$ cat src/sv/hbi_pkg.sv
// Shared widths, coefficients and queue entry type for the half-band 2x interpolator.
package hbi_pkg;

  localparam int SAMPLE_W = 24;
  localparam int TAPS     = 7;
  localparam int COEF_W   = 18;   // fractional bits of the coefficients
  localparam int SUM_W    = SAMPLE_W + 1;
  localparam int PROD_W   = SUM_W + COEF_W + 1;
  localparam int RND_W    = PROD_W - COEF_W;
  localparam int QDEPTH   = 2;
  localparam int QPTR_W   = $clog2(QDEPTH);
  localparam int QCNT_W   = $clog2(QDEPTH + 1);

  // Coefficients, unsigned Q0.18, held with one extra bit so they multiply as signed.
  localparam logic signed [COEF_W:0] COEF0 = (COEF_W + 1)'(161143);
  localparam logic signed [COEF_W:0] COEF1 = (COEF_W + 1)'(40220);
  localparam logic signed [COEF_W:0] COEF2 = (COEF_W + 1)'(12739);
  localparam logic signed [COEF_W:0] COEF3 = (COEF_W + 1)'(2711);

  typedef logic signed [SAMPLE_W-1:0] sample_t;
  typedef logic signed [SUM_W-1:0]    sum_t;
  typedef logic signed [PROD_W-1:0]   prod_t;

  // One classified item: the pass-through sample and the four symmetric pair sums.
  typedef struct packed {
    sample_t delayed;
    sum_t    sum0;
    sum_t    sum1;
    sum_t    sum2;
    sum_t    sum3;
  } hbi_entry_t;

  // Queue status seen by the front and back.
  typedef struct packed {
    logic full;
    logic empty;
  } hbi_qstat_t;

endpackage

$ cat src/sv/hbi_front.sv
// Front end: accepts input samples, keeps the delay line and forms the pair sums.
module hbi_front import hbi_pkg::*; (
  input  logic       clk_i,
  input  logic       rst_ni,
  input  logic       in_valid_i,
  output logic       in_stall_o,
  input  sample_t    sample_in_i,
  input  hbi_qstat_t qstat_i,
  output logic       push_o,
  output hbi_entry_t entry_o
);

  sample_t dly_q [TAPS];
  logic    accept;

  assign in_stall_o = qstat_i.full;
  assign accept     = in_valid_i && !qstat_i.full;
  assign push_o     = accept;

  always_comb begin
    entry_o.delayed = dly_q[2];
    entry_o.sum0    = SUM_W'(dly_q[2]) + SUM_W'(dly_q[3]);
    entry_o.sum1    = SUM_W'(dly_q[1]) + SUM_W'(dly_q[4]);
    entry_o.sum2    = SUM_W'(dly_q[0]) + SUM_W'(dly_q[5]);
    entry_o.sum3    = SUM_W'(sample_in_i) + SUM_W'(dly_q[6]);
  end

  // Shift the delay line on every transfer; newest sample enters at tap 0.
  always_ff @(posedge clk_i or negedge rst_ni) begin
    if (!rst_ni) begin
      for (int i = 0; i < TAPS; i++) dly_q[i] <= '0;
    end else if (accept) begin
      dly_q[0] <= sample_in_i;
      for (int i = 1; i < TAPS; i++) dly_q[i] <= dly_q[i-1];
    end
  end

endmodule

$ cat src/sv/hbi_queue.sv
// Two-entry queue between the front end and the back end.
module hbi_queue import hbi_pkg::*; (
  input  logic       clk_i,
  input  logic       rst_ni,
  input  logic       push_i,
  input  hbi_entry_t wdata_i,
  input  logic       pop_i,
  output hbi_entry_t rdata_o,
  output hbi_qstat_t qstat_o
);

  hbi_entry_t              mem [QDEPTH];
  logic [QPTR_W-1:0]       wr_ptr_q, rd_ptr_q;
  logic [QCNT_W-1:0]       cnt_q;

  assign qstat_o.full  = (cnt_q == QCNT_W'(QDEPTH));
  assign qstat_o.empty = (cnt_q == '0);
  assign rdata_o       = mem[rd_ptr_q];

  always_ff @(posedge clk_i) begin
    if (push_i) mem[wr_ptr_q] <= wdata_i;
  end

  always_ff @(posedge clk_i or negedge rst_ni) begin
    if (!rst_ni) begin
      wr_ptr_q <= '0;
      rd_ptr_q <= '0;
      cnt_q    <= '0;
    end else begin
      if (push_i) wr_ptr_q <= wr_ptr_q + 1'b1;
      if (pop_i)  rd_ptr_q <= rd_ptr_q + 1'b1;
      if (push_i && !pop_i)      cnt_q <= cnt_q + 1'b1;
      else if (pop_i && !push_i) cnt_q <= cnt_q - 1'b1;
    end
  end

  a_no_overflow: assert property (@(posedge clk_i) disable iff (!rst_ni)
    qstat_o.full |-> !push_i || pop_i)
    else $error("push into full queue");

  a_no_underflow: assert property (@(posedge clk_i) disable iff (!rst_ni)
    qstat_o.empty |-> !pop_i)
    else $error("pop from empty queue");

  a_fill: assert property (@(posedge clk_i) disable iff (!rst_ni)
    (push_i && !pop_i && cnt_q == QCNT_W'(QDEPTH - 1)) |=> qstat_o.full)
    else $error("queue count lost an entry");

endmodule

$ cat src/sv/hbi_back.sv
// Back end: multiplies, accumulates, rounds and saturates, and emits the output pair.
module hbi_back import hbi_pkg::*; (
  input  logic       clk_i,
  input  logic       rst_ni,
  input  hbi_entry_t entry_i,
  input  hbi_qstat_t qstat_i,
  output logic       pop_o,
  output logic       out_valid_o,
  input  logic       out_stall_i,
  output sample_t    sample_out_o,
  output logic       last_of_pair_o
);

  // Operand stage: one entry being emitted as two results.
  logic    op_valid_q, op_valid_d;
  logic    phase_q, phase_d;
  sample_t op_delayed_q;
  prod_t   p0_q, p1_q, p2_q, p3_q;
  prod_t   acc_q;

  logic    out_valid_q, out_valid_d;
  sample_t out_sample_q, out_sample_d;
  logic    out_last_q, out_last_d;

  logic                 out_free, emit;
  logic signed [RND_W-1:0] rnd;
  sample_t              sat;

  assign out_free = !out_valid_q || !out_stall_i;
  assign emit     = op_valid_q && out_free;
  assign pop_o    = !qstat_i.empty && (!op_valid_q || (emit && phase_q));

  // Round to nearest (ties up), then clamp to the sample range.
  always_comb begin
    rnd = RND_W'((acc_q + (PROD_W'(1) <<< (COEF_W - 1))) >>> COEF_W);
    if (rnd[RND_W-1:SAMPLE_W-1] == '0 || rnd[RND_W-1:SAMPLE_W-1] == '1) begin
      sat = rnd[SAMPLE_W-1:0];
    end else begin
      sat = {rnd[RND_W-1], {(SAMPLE_W-1){~rnd[RND_W-1]}}};
    end
  end

  always_comb begin
    op_valid_d   = op_valid_q;
    phase_d      = phase_q;
    out_valid_d  = out_valid_q;
    out_sample_d = out_sample_q;
    out_last_d   = out_last_q;
    if (emit) begin
      out_valid_d  = 1'b1;
      out_sample_d = phase_q ? sat : op_delayed_q;
      out_last_d   = phase_q;
      if (phase_q) begin
        op_valid_d = 1'b0;
        phase_d    = 1'b0;
      end else begin
        phase_d = 1'b1;
      end
    end else if (!out_stall_i) begin
      out_valid_d = 1'b0;
    end
    if (pop_o) begin
      op_valid_d = 1'b1;
      phase_d    = 1'b0;
    end
  end

  always_ff @(posedge clk_i or negedge rst_ni) begin
    if (!rst_ni) begin
      op_valid_q  <= 1'b0;
      phase_q     <= 1'b0;
      out_valid_q <= 1'b0;
    end else begin
      op_valid_q  <= op_valid_d;
      phase_q     <= phase_d;
      out_valid_q <= out_valid_d;
    end
  end

  always_ff @(posedge clk_i) begin
    if (pop_o) begin
      op_delayed_q <= entry_i.delayed;
      p0_q         <= entry_i.sum0 * COEF0;
      p1_q         <= entry_i.sum1 * COEF1;
      p2_q         <= entry_i.sum2 * COEF2;
      p3_q         <= entry_i.sum3 * COEF3;
    end
    // Products hold while the entry is live; the sum settles before the midpoint is due.
    acc_q        <= p0_q - p1_q + p2_q - p3_q;
    out_sample_q <= out_sample_d;
    out_last_q   <= out_last_d;
  end

  assign out_valid_o    = out_valid_q;
  assign sample_out_o   = out_sample_q;
  assign last_of_pair_o = out_last_q;

  a_phase_live: assert property (@(posedge clk_i) disable iff (!rst_ni)
    phase_q |-> op_valid_q)
    else $error("second phase without a live entry");

  a_mid_releases: assert property (@(posedge clk_i) disable iff (!rst_ni)
    (emit && phase_q) |=> !phase_q)
    else $error("entry not released after midpoint");

  a_no_early_pop: assert property (@(posedge clk_i) disable iff (!rst_ni)
    (op_valid_q && !phase_q) |-> !pop_o)
    else $error("entry replaced before both results left");

endmodule

$ cat src/sv/halfband_fir_interpolate_2x_core.sv
// Top level of the 2x half-band FIR interpolator.
//
// Input channel: in_valid_i / in_stall_o with sample_in_i, a signed 24-bit sample.
// A transfer happens at a rising edge with valid high and stall low.
// Output channel: out_valid_o / out_stall_i with sample_out_o and last_of_pair_o.
// Every input sample produces two transfers, in order: first the sample
// delayed by three input periods (last_of_pair_o low), then the filtered
// midpoint, rounded to nearest and saturated (last_of_pair_o high).
// The delayed sample passes through the queue, the operand stage and the output
// register; the midpoint follows it there as soon as the receiver does not stall.
// Samples are taken while a pair is still being emitted, if the queue has room;
// the single output register that carries both results of a pair sets the pace.
// The front end keeps the seven-tap delay line and forms the pair sums; a
// two-entry queue decouples it from the back end, which multiplies, adds,
// rounds and emits. A stalled receiver holds the output register; the queue
// then fills and in_stall_o rises, so nothing is dropped.
// Reset (asynchronous, active low) clears the delay line to zero and empties
// the queue and the output register.
module halfband_fir_interpolate_2x_core import hbi_pkg::*; (
  input  logic    clk_i,
  input  logic    rst_ni,
  input  logic    in_valid_i,
  output logic    in_stall_o,
  input  sample_t sample_in_i,
  output logic    out_valid_o,
  input  logic    out_stall_i,
  output sample_t sample_out_o,
  output logic    last_of_pair_o
);

  hbi_qstat_t qstat;
  hbi_entry_t push_entry, pop_entry;
  logic       push, pop;

  // Accept samples, advance the delay line, classify into pair sums.
  hbi_front u_front (
    .clk_i       (clk_i),
    .rst_ni      (rst_ni),
    .in_valid_i  (in_valid_i),
    .in_stall_o  (in_stall_o),
    .sample_in_i (sample_in_i),
    .qstat_i     (qstat),
    .push_o      (push),
    .entry_o     (push_entry)
  );

  // Hold up to two classified items between the two halves.
  hbi_queue u_queue (
    .clk_i   (clk_i),
    .rst_ni  (rst_ni),
    .push_i  (push),
    .wdata_i (push_entry),
    .pop_i   (pop),
    .rdata_o (pop_entry),
    .qstat_o (qstat)
  );

  // Compute the midpoint and emit both results of each pair.
  hbi_back u_back (
    .clk_i          (clk_i),
    .rst_ni         (rst_ni),
    .entry_i        (pop_entry),
    .qstat_i        (qstat),
    .pop_o          (pop),
    .out_valid_o    (out_valid_o),
    .out_stall_i    (out_stall_i),
    .sample_out_o   (sample_out_o),
    .last_of_pair_o (last_of_pair_o)
  );

endmodule
$ cat config.mk
export PLATFORM = sky130hd
export DESIGN_NAME = halfband_fir_interpolate_2x_core
export DESIGN_NICKNAME = d
export VERILOG_FILES = /design/src/sv/hbi_pkg.sv /design/src/sv/hbi_front.sv /design/src/sv/hbi_queue.sv /design/src/sv/hbi_back.sv /design/src/sv/halfband_fir_interpolate_2x_core.sv
export SDC_FILE = /design/constraint.sdc
export NUM_CORES = 2
export LEC_CHECK = 0
export ABC_CLOCK_PERIOD_IN_PS = 18700
export BUFFER_PORTS_ARGS = -buffer_cell sky130_fd_sc_hd__clkbuf_2
export CAP_MARGIN = 20
export CORE_ASPECT_RATIO = 0.7
export CORE_MARGIN = 4
export CORE_UTILIZATION = 40
export CTS_BUF_LIST = sky130_fd_sc_hd__clkbuf_4 sky130_fd_sc_hd__clkbuf_8
export CTS_CLUSTER_DIAMETER = 120
export DETAILED_ROUTE_END_ITERATION = 6
export SETUP_SLACK_MARGIN = 0.05
export SYNTH_ARGS = -nofsm -noshare
export SYNTH_HDL_FRONTEND = slang
export SYNTH_SLANG_ARGS = --single-unit
$ cat constraint.sdc
create_clock -name clk_i -period 18.7 [get_ports clk_i]
set_input_delay 0.935 -clock clk_i [delete_from_list [all_inputs] [get_ports clk_i]]
set_output_delay 0.935 -clock clk_i [all_outputs]
set_load 0.1 [all_outputs]
* After elaboration in Yosys (flattened, before gate mapping)
Memories as Yosys holds them, arrays and structs flattened. Index checks and enable logic that the tools add are counted. W data, S select, Z words.
Storage, ports and cells: bits in registers 442, RAM bits 248, input bits 28, output and inout bits 27, logic and storage cells 78, memories kept 1
Memory list:
- u_queue.mem | depth 2, width 124, read ports 1, clocked after Yosys merged registers in 0, wr ports 1, line hbi_queue.sv:12 | hbi_entry_t mem [QDEPTH];
Cells by class: add/subtract/negate cells 12, multipliers 4, equality and inequality tests 3, muxes and demuxes 14, bitwise logic cells 1, reductions and logical operators 22
Operators with widths (number):
- $add A24 B24 Y25 | 4
- $sub A44 B44 Y44 | 2
- $mul A25 B15 Y40 const B | 2
- $mux W24 | 2
- $add A44 B19 Y44 const B | 1
- $add A44 B44 Y44 | 1
- $mul A25 B19 Y44 const B | 1
- $mul A25 B13 Y38 const B | 1
- $mux W1 | 10
- $logic_not A1 Y1 | 7
- $logic_and A1 B1 Y1 | 6
- $reduce_bool A2 Y1 | 3
- $mux W2 | 2
- $eq A3 B3 Y1 const B | 1
- $logic_not A3 Y1 | 1
- $logic_or A1 B1 Y1 | 3
- $add A1 B1 Y1 const B | 2
- $add A2 B1 Y2 const B | 1
- $eq A2 B2 Y1 const B | 1
- $logic_not A2 Y1 | 1
- $ne A2 B1 Y1 const B | 1
- $reduce_and A2 Y1 | 1
- $sub A2 B1 Y2 const B | 1
- $not A1 Y1 | 1

* Longest topological paths before layout
depth after elaboration 9, depth in mapped cells 28, gate-level depth less buffers 24

* By module
A second synthesis with hierarchy kept.
Unflattened totals: cells, all modules 5785, area, all modules 62235.9 um2
By module, submodules not included:
- hbi_back | times used 1, cells an instance 3989, area an instance 41728.8 um2, sequential area each 6951.7 um2
- hbi_front | times used 1, cells an instance 1394, area an instance 11175.7 um2, sequential area each 4204.0 um2
- hbi_queue | times used 1, cells an instance 402, area an instance 9331.4 um2, sequential area each 7547.2 um2

* Worst setup path after synthesis
OpenSTA, ideal clock, no wires.
path kind input -> register, from in out_stall_i, to reg u_queue.cnt_q[1], library setup time 0.079 ns, arrival 13.577 ns, required time 18.621 ns, setup slack 5.044 ns, stages 7, path buffers 0, path through a21boi_0 > nand2_1 > a21oi_1 > inv_1 > ha_1 > nor2_1 > xor2_1
On the way: cells in the longest elaborated chain, start to end 9, elaborated cells on any way between the ends 11, those cells by class 1 x mux; 10 x reduce/logical
RTL lines:
- from (decl) | line halfband_fir_interpolate_2x_core.sv:26 | input logic out_stall_i,
- $logic_not A1 Y1 * | line hbi_back.sv:29 | assign out_free = !out_valid_q || !out_stall_i;
- $logic_or A1 B1 Y1 * | line hbi_back.sv:29
- $logic_and A1 B1 Y1 * | line hbi_back.sv:30 | assign emit = op_valid_q && out_free;
- $logic_and A1 B1 Y1 * | line hbi_back.sv:31 | assign pop_o = !qstat_i.empty && (!op_valid_q || (emit && phase_q));
- $logic_or A1 B1 Y1 * | line hbi_back.sv:31
- $logic_and A1 B1 Y1 * | line hbi_back.sv:31
- net pop | line halfband_fir_interpolate_2x_core.sv:33 | logic push, pop;
- $logic_not A1 Y1 | line hbi_queue.sv:32 | if (push_i && !pop_i) cnt_q <= cnt_q + 1'b1;
- $logic_and A1 B1 Y1 | line hbi_queue.sv:32
- $mux W2 / $reduce_bool A2 Y1 (equally long branches)
- to (signal assigned) | line hbi_queue.sv:32
- to (signal assigned) | line hbi_queue.sv:33 | else if (pop_i && !push_i) cnt_q <= cnt_q - 1'b1;
- to (decl) | line hbi_queue.sv:14 | logic [QCNT_W-1:0] cnt_q;
Mark *: on every way through the listed nets, which the timed path passes. The rest lies on a longest branch. A chain may end at the register's enable or synchronous reset.

* Worst setup path in the final report
from reg u_queue.rd_ptr_q, to reg u_back.p1_q[42] (data pin)
On the way: cells in the longest elaborated chain, start to end 2
RTL lines:
- from (decl) | line hbi_queue.sv:13 | logic [QPTR_W-1:0] wr_ptr_q, rd_ptr_q;
- from (signal assigned) | line hbi_queue.sv:31 | if (pop_i) rd_ptr_q <= rd_ptr_q + 1'b1;
- $mem_v2 Z2 W124
- $mul A25 B15 Y40 | line hbi_back.sv:84 | p1_q <= entry_i.sum1 * COEF1;
- to (signal assigned) | line hbi_back.sv:84
- to (decl) | line hbi_back.sv:18 | prod_t p0_q, p1_q, p2_q, p3_q;
No other way between the ends.

==> summary.txt <==
Placement
  • I/O Buffers: 54
  • DP HPWL: 130500 um
  • Routability cong.: 0.9468
  • Post-place instance area: 0.06370 mm2
  • Post-place setup slack: a little under 10 ns

Synthesis
  • Synthesized area: just over 0.06 mm2
  • Top post-synthesis cells by area: fa_1, edfxtp_1, ha_1
  • Mapped Cells: roughly 5700
  • Top cell type's share of synthesized area: a little under a quarter
  • Synth cell types: 96
  • Post-synthesis sequential area ratio: between 30% and 40%
  • Synthesized area per cell: 10.75 um2
  • Yosys top cell by area: fa_1
  • Synth Net Count: 7197
  • Yosys warns: 0
  • Number of synthesized flops with an enable pin: 459
  • Most common flop cell mapped by yosys: edfxtp_1
  • Async set-or-reset flop fraction in the synthesized netlist: 26.48%
  • Yosys reg bits: around 660

STA
  • Final worst-path cycle share: 47.95%
  • RSZ-0062 raised after global routing: false
  • Final Hold Vio Count: 0
  • Final Critical Period: 8.967 ns
  • Total Neg Setup Slack: 0 ns
  • Hold slack: 0.1064 ns
  • Relative slew slack: 24.49%
  • Final setup violation count: 0
  • Slew at the pin with the worst max-slew slack: between 1 and 1.5 ns
  • Peak Freq: 0.1115 GHz
  • Final Skew: 0.06114 ns
  • Final worst slack: 9.733 ns
  • Fin. max-slew vios: 0

Layout
  • Most frequent cells in the layout: inv_1, ha_1, fa_1
  • Layout Nets: between 7000 and 8000
  • P&R area growth vs syn: 8.097%
  • Post-route cell area: 0.06590 mm2
  • Share of cells above drive strength 1: 6.285%
  • Commonest non-fill, non-tap cell in the layout: inv_1

Drt
  • Routed wire length: between 150000 and 200000 um
  • Wire per inst: 19.97 um
  • Initial DRC count: 3278
  • Routed Antenna Nets: 0
  • Router iterations before antenna repair: 6
  • Vias per std cell: 5.052
  • DR DRC count: 0
  • Overall via count from detail_route: between 30000 and 40000

CTS
  • Clock transition at path regs: 0.07 ns
  • Cts bufs inserted: 103
  • CTS tree: built
  • Resized cells post-CTS: 0
  • Postcts setup bufs: 0
  • # clock sinks: roughly 660
  • CTS root buf: clkbuf_8
  • Post-CTS Hold Buffers: 0
  • Deepest clock path buffer count: 3
  • Clk Latency, worst-skew pair: roughly 0.79 ns
  • H-Tree Depth: 3

Floorplan
  • Initial Util: 40.38%
  • Die ar.: 0.1588 mm2
  • CORE AREA: around 0.15 mm2
  • Die Ht: 334.6 um
  • Number of I/O pins: 55
  • Die X: 474.6 um
  • # rows: 119

Setup path
  • Crit Path Max Fanout: 55
  • Reg-to-reg slack, setup: 9.73 ns
  • R2R cell count: 25
  • Endpoint type of the worst setup path: flip-flop
  • R2R Path Start: u_queue.rd_ptr_q$_DFFE_PN0P_
  • Required time worst endpoint: ~19 ns
  • CP max stage delay: 0.81 ns
  • Crit Path Class: flip-flop to flip-flop
  • CP arrival: 9.48 ns
  • Critical-path top delay cell: buf_4
  • FF-to-FF End: u_back.p1_q[42]$_DFFE_PP_
  • Crit path launch type: flip-flop

GRT
  • Antenna violations before repair: 10
  • Pin count of the biggest net entering global routing: 139
  • GRT Total Usage: 20.02%
  • Global route total overflow: 0
  • First-pass GRT wire length: 241500 um
  • Number of global-route vias before repair: between 30000 and 40000

Hold path
  • Worst hold path type: input port to asynchronous set/reset pin

Job
  • Max Cap Viol: 0

Status
  • Status: finished clean
==> stage by stage <==
step / util (%) / instances
after global routing: 43.64 / 7867
after floorplan: - / 5672
final: 43.65 / 7872
after global placement: 42.19 / 7670
after CTS: 43.62 / 7863
after detailed placement: 42.19 / 7671
==> Yosys cell counts, types with 64 or more instances <==
cell type,instances
clkbuf_1,64
mux2i_1,79
nor2_1,158
edfxtp_1,459
dfrtp_1,175
ha_1,797
nand2_1,614
inv_1,1227
a21oi_1,207
o21ai_0,161
fa_1,700
a21o_1,99
xor2_1,86
xnor2_1,185
==> layer usage <==
| layer | track usage, % | wire, um | vias to the layer above |
|---|---|---|---|
| met4 | 3.087 | 2287 | 8 |
| met3 | 7.389 | 17220 | 150 |
| li1 | - | - | 18776 |
| met1 | 31.63 | 78860 | 19756 |
| met2 | 26.08 | 58810 | 1076 |
| met5 | 0 | 54 | - |
==> cell type report <==
type,count,area (um2)
Antenna cell,5,12.51
Clock buffer,138,1705
Clock inverter,54,445.4
Fill cell,14366,85080
Inverter,1229,4618
Multi-Input combinational cell,3705,37390
Sequential cell,661,18710
Tap cell,1996,2497
Timing Repair Buffer,84,516.7
==> critical path: cells and delay by family, from the launching register on <==
family / cells / cell delay, ns
AO/OA/AOI/OAI: 5 / 1.30
XOR/XNOR: 1 / 0.10
adder cells (fa/ha/maj): 7 / 3.19
buffers and inverters: 7 / 2.00
flip-flops: 1 / 0.67
multiplexers: 1 / 0.73
AND/OR/NAND/NOR: 4 / 0.68
==> how the worst max path moves through the flow <==
stage | from | to | slack, ns | depth (start not counted)
2_1_floorplan | out_stall_i | u_queue.cnt_q[1]$_DFFE_PN0P_ | 5.04 | 7
3_3_place_gp | u_queue.rd_ptr_q$_DFFE_PN0P_ | u_back.p1_q[42]$_DFFE_PP_ | 9.86 | 25
3_5_place_dp | u_queue.rd_ptr_q$_DFFE_PN0P_ | u_back.p1_q[42]$_DFFE_PP_ | 9.70 | 25
4_1_cts | u_queue.rd_ptr_q$_DFFE_PN0P_ | u_back.p1_q[42]$_DFFE_PP_ | 9.74 | 25
5_1_grt | u_queue.rd_ptr_q$_DFFE_PN0P_ | u_back.p1_q[42]$_DFFE_PP_ | 9.19 | 25
6_report | u_queue.rd_ptr_q$_DFFE_PN0P_ | u_back.p1_q[42]$_DFFE_PP_ | 9.73 | 25
==> kinds of logic (layout without fill, tap and decap cells) <==
group	Yosys count	count (layout)	synth area share (%)
AO/OA/AOI/OAI	741	741	8.103
adder cells (fa/ha/maj)	1497	1497	39.35
multiplexers	131	131	2.258
XOR/XNOR	271	271	3.894
other	0	5	0
flip-flops	661	661	30.68
buffers and inverters	1306	1505	8.052
AND/OR/NAND/NOR	1065	1065	7.668
==> registers in the layout, summed over array words and instances, names as in the netlist <==
| name | cells |
|---|---|
| u_queue.mem | 248 |
| u_front.dly_q | 144 |
| u_back.p0_q | 44 |
| u_back.p1_q | 40 |
| u_back.p2_q | 40 |
| u_back.p3_q | 38 |
| u_back.acc_q | 27 |
| u_back.op_delayed_q | 24 |
| u_back.sample_out_o | 24 |
| u_front.entry_o | 24 |
| u_queue.cnt_q | 2 |
| u_back.last_of_pair_o | 1 |
| u_back.op_valid_q | 1 |
| u_back.out_valid_o | 1 |
| u_back.phase_q | 1 |
| u_queue.rd_ptr_q | 1 |
| u_queue.wr_ptr_q | 1 |
Power is left out: the tool's default activity adds up to more than one toggle a clock period on the data nets, which glitch-free logic cannot reach.
